`src/sv/mpfla_pkg.sv`:
```
// shared types and codes for the multi-pool free-list slot allocator
// no dependencies; imported by every module of the block except mpfla_ram
`default_nettype none

package mpfla_pkg;

    // request codes carried on s_tuser
    typedef enum logic [1:0] {
        CMD_CREATE  = 2'd0,
        CMD_DESTROY = 2'd1,
        CMD_GET     = 2'd2,
        CMD_PUT     = 2'd3
    } cmd_t;

    // result codes carried on m_tuser
    typedef enum logic [2:0] {
        ST_OK       = 3'd0,
        ST_NO_POOL  = 3'd1,
        ST_NO_SLOT  = 3'd2,
        ST_INACTIVE = 3'd3,
        ST_BAD      = 3'd4
    } status_t;

    localparam int QUEUE_DEPTH = 2;

    // classified request as it waits between front and back
    typedef struct packed {
        cmd_t       cmd;
        logic [2:0] pid;
        logic [7:0] slot;
        logic [8:0] cnt;
        logic       pid_ok;
        logic       cnt_ok;
    } req_entry_t;

    typedef struct packed {
        logic full;
        logic valid;
    } q_status_t;

    typedef struct packed {
        status_t    status;
        logic [2:0] pool;
        logic [7:0] slot;
        logic [8:0] freec;
    } result_t;

endpackage

`default_nettype wire

```
`src/sv/mpfla_queue.sv`:
```
// short request queue between the front end and the back end
// depends on mpfla_pkg
`default_nettype none

module mpfla_queue (
    input  wire logic                  aclk,
    input  wire logic                  aresetn,
    input  wire logic                  push,
    input  wire mpfla_pkg::req_entry_t push_entry,
    input  wire logic                  pop,
    output mpfla_pkg::req_entry_t      head_entry,
    output mpfla_pkg::q_status_t       stat
);
    import mpfla_pkg::*;

    localparam int PTR_W = (QUEUE_DEPTH > 1) ? $clog2(QUEUE_DEPTH) : 1;
    localparam int CNT_W = $clog2(QUEUE_DEPTH + 1);

    req_entry_t       entry_reg [QUEUE_DEPTH];
    logic [PTR_W-1:0] wr_ptr_reg, wr_ptr_next;
    logic [PTR_W-1:0] rd_ptr_reg, rd_ptr_next;
    logic [CNT_W-1:0] count_reg, count_next;

    function automatic logic [PTR_W-1:0] ptr_inc(input logic [PTR_W-1:0] p);
        logic [PTR_W-1:0] r;
        if (32'(p) == QUEUE_DEPTH - 1) begin
            r = '0;
        end else begin
            r = p + PTR_W'(1);
        end
        return r;
    endfunction

    always_comb begin
        wr_ptr_next = push ? ptr_inc(wr_ptr_reg) : wr_ptr_reg;
        rd_ptr_next = pop ? ptr_inc(rd_ptr_reg) : rd_ptr_reg;
        count_next  = count_reg;
        if (push && !pop) begin
            count_next = count_reg + CNT_W'(1);
        end else if (pop && !push) begin
            count_next = count_reg - CNT_W'(1);
        end
    end

    assign head_entry = entry_reg[rd_ptr_reg];
    assign stat.full  = (32'(count_reg) == QUEUE_DEPTH);
    assign stat.valid = (count_reg != '0);

    always_ff @(posedge aclk) begin
        if (!aresetn) begin
            wr_ptr_reg <= '0;
            rd_ptr_reg <= '0;
            count_reg  <= '0;
        end else begin
            wr_ptr_reg <= wr_ptr_next;
            rd_ptr_reg <= rd_ptr_next;
            count_reg  <= count_next;
        end
        if (push) begin
            entry_reg[wr_ptr_reg] <= push_entry;
        end
    end

endmodule

`default_nettype wire

```
`config.mk`:
```
export PLATFORM = sky130hd
export DESIGN_NAME = mpfla_queue
export DESIGN_NICKNAME = d
export VERILOG_FILES = /design/src/sv/mpfla_pkg.sv /design/src/sv/mpfla_queue.sv
export SDC_FILE = /design/constraint.sdc
export NUM_CORES = 1
export LEC_CHECK = 0
export BUFFER_PORTS_ARGS = -buffer_cell sky130_fd_sc_hd__buf_2
export CORE_MARGIN = 5
export CORE_UTILIZATION = 38
export CTS_CLUSTER_SIZE = 8
export DETAILED_ROUTE_END_ITERATION = 7
export HOLD_SLACK_MARGIN = 0.03
export SYNTH_ARGS = -nofsm -noshare
export SYNTH_HDL_FRONTEND = slang
export SYNTH_SLANG_ARGS = --single-unit
```
`constraint.sdc`:
```
create_clock -name aclk -period 2.6 [get_ports aclk]
set_input_delay 0.52 -clock aclk [delete_from_list [all_inputs] [get_ports aclk]]
set_output_delay 0.52 -clock aclk [all_outputs]
set_load 0.02 [all_outputs]
```
After elaboration in Yosys (flattened, before gate mapping) --
Memory sizes are Yosys's and may differ from the RTL's. A register that Yosys moved wholly into a read port is not among the register bits. Index checks and enable logic that the tools add are counted.
Word-level totals: register bits after elaboration 4, bits in writable memories 48, logic and storage cells 23, memories kept 1
Operators by class: add/sub/neg operators 4, equality and inequality tests 1, multiplexer cells 8, reductions and logical operators 6
Memories:
- entry_reg | depth 2, width 24, read ports 1, clocked after Yosys merged registers in 1, write ports 1, line mpfla_queue.sv:19 | req_entry_t entry_reg [QUEUE_DEPTH];
Operator list (count):
- two-way mux 1 bit | 6
- two-way mux 2 bit | 2
- nonzero test 2 bit | 2
- adder 1 bit (second input constant) | 2
- adder 2 x 1 -> 2 bit (second input constant) | 1
- == test 2 bit (second input constant) | 1
- logical AND 1 bit | 2
- logical NOT 1 bit | 2
- subtractor 2 x 1 -> 2 bit (second input constant) | 1

Logic depth before layout (Yosys ltp) --
Gate-level depths: netlist of run 1.
depth after elaboration 4, gate-level depth with buffers 5

Worst setup path after synthesis of run 1 --
No wires, ideal clock.
path kind input -> register, from in push, to mem entry_reg[0][0] in the netlist's numbering, enable pin, data arrival time 1.657 ns, required time 2.191 ns, setup slack 0.534 ns, stages on the path 1, cells stage by stage nor2b_1
On the way: cells in the longest elaborated chain, start to end 2
Ends and longest elaborated chain:
- from (decl) | line mpfla_queue.sv:8 | input wire logic push,
- two-way mux 1 bit | line mpfla_queue.sv:59 | if (push) begin
- two-way mux 1 bit (not written as such) | line mpfla_queue.sv:60 | entry_reg[wr_ptr_reg] <= push_entry;
- to (decl) | line mpfla_queue.sv:19
No other way between the ends.

==> metrics.txt, run 1 <==
aggregate global routing overflow 0; Die Wd 81.7 um; # DRC 0; # H-tree levels 2; Vias/cell 4.37; fraction of layout cells with a size suffix above 1 56.1%; largest net degree at the start of global routing 26; Die Ht 81.7 um; status completed; CTS Sinks 53; synthesis-to-layout area growth 22.9%; WL/cell 13.9 um; initial antenna violation count 0; Slew @ Worst Pin 0.575 ns; Worst EP arrival 1.69 ns; RSZ-0062 raised after global routing false; Syn Inst Count 97; syn_nets 126; starting density of the core 38.7%; overall routing resource usage 10.0%; CTS tree built; Seq/Total Area, Yosys 78.9%; worst vdd ir 0.334 mV; crit-path max FO 16; FF+latch count, synth 53; cts repair resizes 0; Pleak 0.000910 uW; DR pass1 iterations 4; full die area 6670 um^2; number of global-route vias before repair 1115; CP Class reg -> out; DP HPWL 2350 um; max_cap viols 0; Hold Buf Count CTS 0; Detail Route Antenna Nets 0; row cnt 26; Rel. slew slack 61.6%; Tmin final 2.21 ns; Setup Total Neg Slack 0 ns; pwr dens 685 nW/um^2; Crit. End Element output port; crit start category flip-flop; register area 1540 um^2; Avg Cell Area, Syn 20.1 um^2; Max Slew Vio Count 0; Placed Cells incl. Taps 220; clock root cell clkbuf_8; Core ar. 5040 um^2; Multi-input gate area 390 um^2; CTS Buf Count 5; number of port buffers 53; final non-filler cell total 227; fmax 453 MHz; fillcell total 461; Clock transition at path regs 0.08 ns; gpl congestion 0.607; post-layout util 47.6%; clock latency on the worst-skew pair 0.29 ns; post-CTS setup buffer count 0; Final Cycle Share 84.8%; max reg flops 48; clock skew 0.00288 ns; initial drt markers 42; Clock Tree Buf Depth 2; routed wire length 3160 um; Critical Path RT 2.08 ns; via count 992; HP Class in -> reg; Cell Area, Synth 1950 um^2; first-pass GRT wire length 4910 um; Final Setup Violations 0; yosys warns 0; Synth cell types 17; hold violation total from the final report 0; total chip power 1640 uW; # nets final 186; ant diodes 0; IO Pins 54
## per-layer routing
layer	wire length, um	global-route usage (%)	vias up
met5	0	0	-
met4	19	3.49	0
li1	-	-	483
met3	209	4.17	2
met1	1160	9.60	483
met2	1770	19.0	24
## cells in the mapped netlist (all sizes together)
library cell | n | area share (%)
ha | 1 | 0.64
edfxtp | 48 | 74
and2 | 4 | 1.3
or3 | 1 | 0.32
dfxtp | 5 | 5.1
inv | 1 | 0.19
o21ai | 1 | 0.26
buf | 3 | 1.0
xor2 | 2 | 0.90
xnor2 | 1 | 0.45
nor2b | 2 | 0.64
and2b | 1 | 0.45
a21boi | 1 | 0.38
or2 | 1 | 0.32
o21a | 1 | 0.38
mux2 | 24 | 14
## final timing paths
| path | endpoint | slack [ns] | depth (start not counted) | from |
|---|---|---|---|---|
| setup / recovery | head_entry[19] | 0.39 | 3 | flip-flop |
| hold / removal | entry_reg[0][16] | 0.41 | 1 | push_entry[16] |
| hold reg to reg | count_reg[1] | 0.51 | 2 | count_reg[1] |
| setup reg to reg | entry_reg[1][7] | 1.22 | 2 | wr_ptr_reg |
## area by class of cell
class	instances	share of cell area, %
tap	70	3.65
clock buffer	6	3.02
sequential	53	64.2
inverter	1	0.156
multi-input combinational	40	16.3
timing repair buffer	56	12.5
clock inverter	1	0.156
## logic make-up (layout without fill, tap and decap cells)
| group | after synthesis | in the layout | synth area share, % |
|---|---|---|---|
| DFF | 53 | 53 | 78.9 |
| and+or+nand+nor | 9 | 9 | 3.01 |
| muxes | 24 | 24 | 13.8 |
| adders and majority gates | 1 | 1 | 0.641 |
| AOI/OAI and AO/OA | 3 | 3 | 1.03 |
| xor gates and xnor gates | 3 | 3 | 1.35 |
| buffers and inverters | 4 | 64 | 1.22 |
## critical path, cell delays in order, from the launching register on
cell and delay, ns:
dfxtp_1 0.55, buf_4 0.32, mux2_2 0.37, buf_2 0.16
## placed cells by master (no fill, tap or decap)
| master | netlist | routed |
|---|---|---|
| xor2_1 | 2 | 2 |
| or2_2 | 1 | 1 |
| and2_1 | 4 | 4 |
| o21ai_0 | 1 | 1 |
| buf_12 | 0 | 1 |
| ha_1 | 1 | 1 |
| xnor2_1 | 1 | 1 |
| buf_4 | 2 | 2 |
| clkbuf_8 | 0 | 5 |
| clkbuf_1 | 0 | 1 |
| o21a_1 | 1 | 1 |
| buf_2 | 1 | 53 |
| edfxtp_1 | 48 | 48 |
| mux2_2 | 24 | 24 |
| or3_1 | 1 | 1 |
| inv_1 | 1 | 1 |
| nor2b_1 | 2 | 1 |
| dfxtp_1 | 5 | 5 |
| a21boi_1 | 1 | 1 |
| nor2b_2 | 0 | 1 |
| and2b_2 | 1 | 1 |
| clkinv_1 | 0 | 1 |
## stage by stage
| step | instance area (um^2) | setup slack, ns | hold WS (ns) |
|---|---|---|---|
| after floorplan | 1950 | 0.534 | 0.461 |
| after global placement | 2320 | 0.710 | 0.471 |
| after detailed placement | 2320 | 0.682 | 0.509 |
| after CTS | 2400 | 0.343 | 0.403 |
| after global routing | 2400 | 0.278 | 0.390 |
| final | 2400 | 0.394 | 0.412 |
## where the power goes
group	total (uW)	switching [uW]	internal, uW
Clock	411	230	182
Sequential	998	18.4	980
Combinational	233	129	104
Total	1640	377	1270
Note: power is estimated with default switching activity, not from simulation.
==> run 2, diff against run 1 <==
clock period = 1.8 ns   (was 2.6 ns; I/O delays follow)
==> run 2 against run 1 <==
Effect of this change: critical path depth is the same; setup slack lost 0.28 ns; first-iteration DRC count grew 24%; critical endpoint is now head_entry[4].
==> metrics.txt, run 2 (synthesis results as in run 1) <==
number of port buffers 53 (unchanged); crit start category flip-flop; hold path start push_entry[0]; crit path buf inv count 2 (unchanged); RSZ-0062 raised after global routing false; cell count of the worst hold path 1 (unchanged); aggregate global routing overflow 0 (unchanged); Pleak 0.000944 uW (+3.8%); number of global-route vias before repair 1117 (+0.18%); CTS tree built; DR pass1 iterations 2 (-2); largest delay contributor family on the critical path flip-flops; DP HPWL 2460 um (+4.7%); WHS Endpoint entry_reg[0][0]; placed instance area 2340 um^2 (+0.75%); Final Setup Violations 0 (unchanged); # H-tree levels 2 (unchanged); Max Slew Vio Count 0 (unchanged); post-CTS setup buffer count 0 (unchanged); crit-path cells buf_4, mux2_2, buf_2; routed wire length 3360 um (+6.6%); Worst EP arrival 1.33 ns (-0.36 ns); Slew @ Worst Pin 0.378 ns (-0.197 ns); Tmin final 1.69 ns; Rel. slew slack 74.7% (+13 points); worst vdd ir 0.380 mV (+14%); Die Ht 81.7 um (unchanged); CTS Sinks 53 (unchanged); ant diodes 0 (unchanged); design area 2460 um^2 (+2.7%); # nets final 190 (+2.2%); clock skew 0.000745 ns (-0.00214 ns); clock latency on the worst-skew pair 0.29 ns (about the same); CTS Buf Count 5 (unchanged); R2R depth 2 (unchanged); commonest non-fill, non-tap cell in the layout buf_2; initial antenna violation count 0 (unchanged); post-layout util 48.9% (+1.3 points); max_cap viols 0 (unchanged); # DRC 0 (unchanged); gpl congestion 0.626 (+3.2%); WL/cell 14.5 um (+4.3%); Hold Buf Count CTS 0 (unchanged); hold violation total from the final report 0 (unchanged); Vias/cell 4.41 (+1.0%); CP Class reg -> out; overall routing resource usage 11.1% (+1.1 points); total chip power 2560 uW (+56%); fraction of layout cells with a size suffix above 1 58.6% (+2.6 points); Core ar. 5040 um^2 (unchanged); fmax 593 MHz; Clock transition at path regs 0.09 ns (about the same); reg2reg end entry_reg[1][21]; Final Cycle Share 93.6%; Detail Route Antenna Nets 0 (unchanged); pwr dens 1040 nW/um^2 (+52%); synthesis-to-layout area growth 26.2%; HP Class in -> reg; clock root cell clkbuf_8; CP max-delay cell dfxtp_2; full die area 6670 um^2 (unchanged); crit-path max FO 7 (-9); max reg flops 48 (unchanged); Die Wd 81.7 um (unchanged); Crit path largest cell delay 0.36 ns (-0.19 ns); most frequent cells in the layout buf_2 (53), edfxtp_1 (48), mux2_2 (24); via count 1024 (+3.2%); status completed; first-pass GRT wire length 5400 um (+10%); reg2reg start wr_ptr_reg; Clock Tree Buf Depth 2 (unchanged); IO Pins 54 (unchanged); row cnt 26 (unchanged); Critical Path RT 1.44 ns (-0.64 ns); reg2reg setup slack 0.53 ns (-0.69 ns); largest net degree at the start of global routing 18 (-31%); Setup Total Neg Slack 0 ns (unchanged); Crit. End Element output port; fillcell total 453 (-1.7%); starting density of the core 38.7% (unchanged); initial drt markers 52 (+24%)
-- run 2: changes by cell type in the layout (fill, tap and decap cells not counted), sizes merged --
| cell | before | now |
|---|---|---|
| buf | 56 | 60 |
| bufinv | 0 | 1 |
| clkbuf | 6 | 5 |
| clkinvlp | 0 | 1 |
-- run 2: metal layers --
metal | global-route usage [%] | vias to the layer above | wire [um]
met5 | 0 | - | 0
met4 | 3.99 | 0 | 44
met3 | 5.59 | 5 | 345
met2 | 17.3 | 34 | 1610
met1 | 13.1 | 488 | 1370
li1 | - | 497 | -
-- run 2: timing repair --
action                                  in CTS  in global routing
hold endpoints to repair                     0                  0
endpoints found under the setup margin      12                 17
gates resized for setup                      1                  3
-- run 2: final cells by class --
| cell class | instances | area [um^2] | share of cell area (%) |
|---|---|---|---|
| Clock buffer | 5 | 68.8 | 2.79 |
| Tap cell | 70 | 87.6 | 3.55 |
| Clock inverter | 3 | 41.3 | 1.68 |
| Timing Repair Buffer | 60 | 330 | 13.4 |
| Sequential cell | 53 | 1540 | 62.6 |
| Inverter | 1 | 3.75 | 0.152 |
| Multi-Input combinational cell | 40 | 390 | 15.8 |
-- run 2: power breakdown --
part	leakage, uW	internal (uW)	switching [uW]
combinational	0.000400	163	196
sequential	0.000492	1420	21.5
clock	0.0000518	409	352
total	0.000944	1990	570
-- run 2: worst max path at each step --
stage                     startpoint         endpoint  slack [ns]  depth (start not counted)
after floorplan                 push  entry_reg[0][0]        0.35                          1
after global placement     flip-flop   head_entry[11]        0.34                          3
after detailed placement   flip-flop   head_entry[11]        0.33                          3
after CTS                  flip-flop   head_entry[11]        0.03                          3
after global routing       flip-flop    head_entry[4]        0.04                          3
final                      flip-flop    head_entry[4]        0.11                          3
-- run 2: per-stage QoR --
| step | hold slack, ns | setup slack, ns | instances |
|---|---|---|---|
| 6_report | 0.250 | 0.115 | 232 |
| 5_1_grt | 0.232 | 0.0351 | 232 |
| 4_1_cts | 0.235 | 0.0274 | 232 |
| 3_5_place_dp | 0.495 | 0.325 | 224 |
| 3_3_place_gp | 0.470 | 0.339 | 224 |
| 2_1_floorplan | 0.459 | 0.350 | 97 |
==> run 3, diff against run 2 <==
RECOVER_POWER = 100   (was default)
==> run 3 against run 2 <==
Effect of this change: combinational power down 3%; flip-flop and latch count unchanged; routed wire length down 0.45%; sequential share of layout area up 0.90 points; power down 0.47%; cell area down 1.4%; clock skew about the same; largest power group unchanged; critical path type unchanged; setup slack worse by 0.0051 ns; critical path depth unchanged; sequential power about the same; register-to-register slack worse by 0.29 ns; hold slack about the same.
==> metrics.txt, run 3 (synthesis results as in run 1) <==
Crit. End Element output port; Max Slew Vio Count 0 (unchanged); Vias/cell 4.43 (+0.29%); commonest non-fill, non-tap cell in the layout edfxtp_1; initial antenna violation count 0 (unchanged); RSZ-0062 raised after global routing false; overall routing resource usage 11.1% (unchanged); DP HPWL 2460 um (unchanged); Clock transition at path regs 0.08 ns (about the same); post-layout util 48.2% (-0.69 points); max_cap viols 0 (unchanged); first-pass GRT wire length 5400 um (unchanged); # H-tree levels 2 (unchanged); reg2reg start wr_ptr_reg; synthesis-to-layout area growth 24.4%; max reg flops 48 (unchanged); Die Ht 81.7 um (unchanged); fraction of layout cells with a size suffix above 1 48.1% (-10 points); CP Class reg -> out; CTS Buf Count 5 (unchanged); largest net degree at the start of global routing 18 (unchanged); most frequent cells in the layout edfxtp_1 (48), mux2_2 (24), clkbuf_2 (23); clock skew 0.00102 ns (+0.000274 ns); WL/cell 14.4 um (-0.45%); Rel. slew slack 58.0% (-17 points); DR pass1 iterations 4 (+2); ant diodes 0 (unchanged); Critical Path RT 1.44 ns (about the same); worst vdd ir 0.381 mV (about the same); Hold WS 0.250 ns (+0.000232 ns); cell count of the worst hold path 1 (unchanged); reg2reg end entry_reg[0][1]; Worst EP arrival 1.33 ns (about the same); Final Setup Violations 0 (unchanged); row cnt 26 (unchanged); status completed; crit start category flip-flop; number of port buffers 53 (unchanged); starting density of the core 38.7% (unchanged); crit path buf inv count 2 (unchanged); Setup Total Neg Slack 0 ns (unchanged); Crit path largest cell delay 0.36 ns (about the same); # DRC 0 (unchanged); Hold Buf Count CTS 0 (unchanged); largest delay contributor family on the critical path flip-flops; Core ar. 5040 um^2 (unchanged); initial drt markers 66 (+27%); post-CTS setup buffer count 0 (unchanged); CP max-delay cell dfxtp_2; Tmin final 1.69 ns (+0.00512 ns); aggregate global routing overflow 0 (unchanged); clock latency on the worst-skew pair 0.29 ns (about the same); Die Wd 81.7 um (unchanged); hold violation total from the final report 0 (unchanged); number of global-route vias before repair 1117 (unchanged); R2R depth 2 (unchanged); routed wire length 3350 um (-0.45%); fillcell total 462 (+2.0%); gpl congestion 0.626 (unchanged); hold path start push_entry[0]; IO Pins 54 (unchanged); crit-path max FO 7 (unchanged); # nets final 190 (unchanged); via count 1027 (+0.29%); HP Class in -> reg; crit-path cells buf_4, mux2_2, clkbuf_2; Detail Route Antenna Nets 0 (unchanged); Clock Tree Buf Depth 2 (unchanged); CTS tree built; WHS Endpoint entry_reg[0][0]; fmax 592 MHz (-0.30%); Final Cycle Share 93.9% (+0.28 points); Slew @ Worst Pin 0.629 ns (+0.251 ns); reg2reg setup slack 0.24 ns (-0.29 ns); CTS Sinks 53 (unchanged); full die area 6670 um^2 (unchanged); clock root cell clkbuf_8; Pleak 0.000894 uW (-5.3%); pwr dens 1050 nW/um^2 (+0.97%)
-- run 3: repair_timing --
action	CTS	global route
setup endpoints to repair	12	17
gates resized for setup	1	3
cloned	0	0
hold endpoints to repair	0	0
-- run 3: metal layers --
layer,GRT usage [%],up-vias,share of wire (%)
li1,-,495,-
met3,5.59,5,10
met4,3.99,0,1.3
met2,17.3,34,49
met5,0,-,0
met1,13.1,493,40
-- run 3: area by class of cell --
type                       instances  area (um^2)  share of cell area, %
inverter                           1         3.75                  0.154
clock inverter                     3         41.3                   1.70
multi-input combinational         40          388                   16.0
sequential                        53         1540                   63.5
tap                               70         87.6                   3.60
clock buffer                       5         68.8                   2.83
timing repair buffer              60          298                   12.3
-- run 3: power breakdown --
part | internal (uW) | switching (uW)
sequential | 1420 | 21.2
clock | 409 | 351
combinational | 150 | 198
-- run 3: worst reg2reg max path, stage by stage, from the launching register on --
cell      delay [ns]
dfxtp_1         0.33
nor2b_1         0.50
clkbuf_1        0.40
-- run 3: per-stage QoR --
stage	std cells	setup slack (ns)	total power, uW	instance area, um^2
global placement	224	0.339	1810	2340
floorplan	97	0.350	1690	1960
detailed placement	224	0.325	1820	2340
CTS	232	0.0274	2600	2450
finish	232	0.110	2550	2430
global route	232	0.0350	2670	2430
-- run 3: how the worst max path moves through the flow --
stage,startpoint,endpoint,slack [ns],cells past startpoint
3_3_place_gp,flip-flop,head_entry[11],0.34,3
4_1_cts,flip-flop,head_entry[11],0.03,3
3_5_place_dp,flip-flop,head_entry[11],0.33,3
5_1_grt,flip-flop,head_entry[4],0.03,3
6_report,flip-flop,head_entry[4],0.11,3
2_1_floorplan,push,entry_reg[0][0],0.35,1
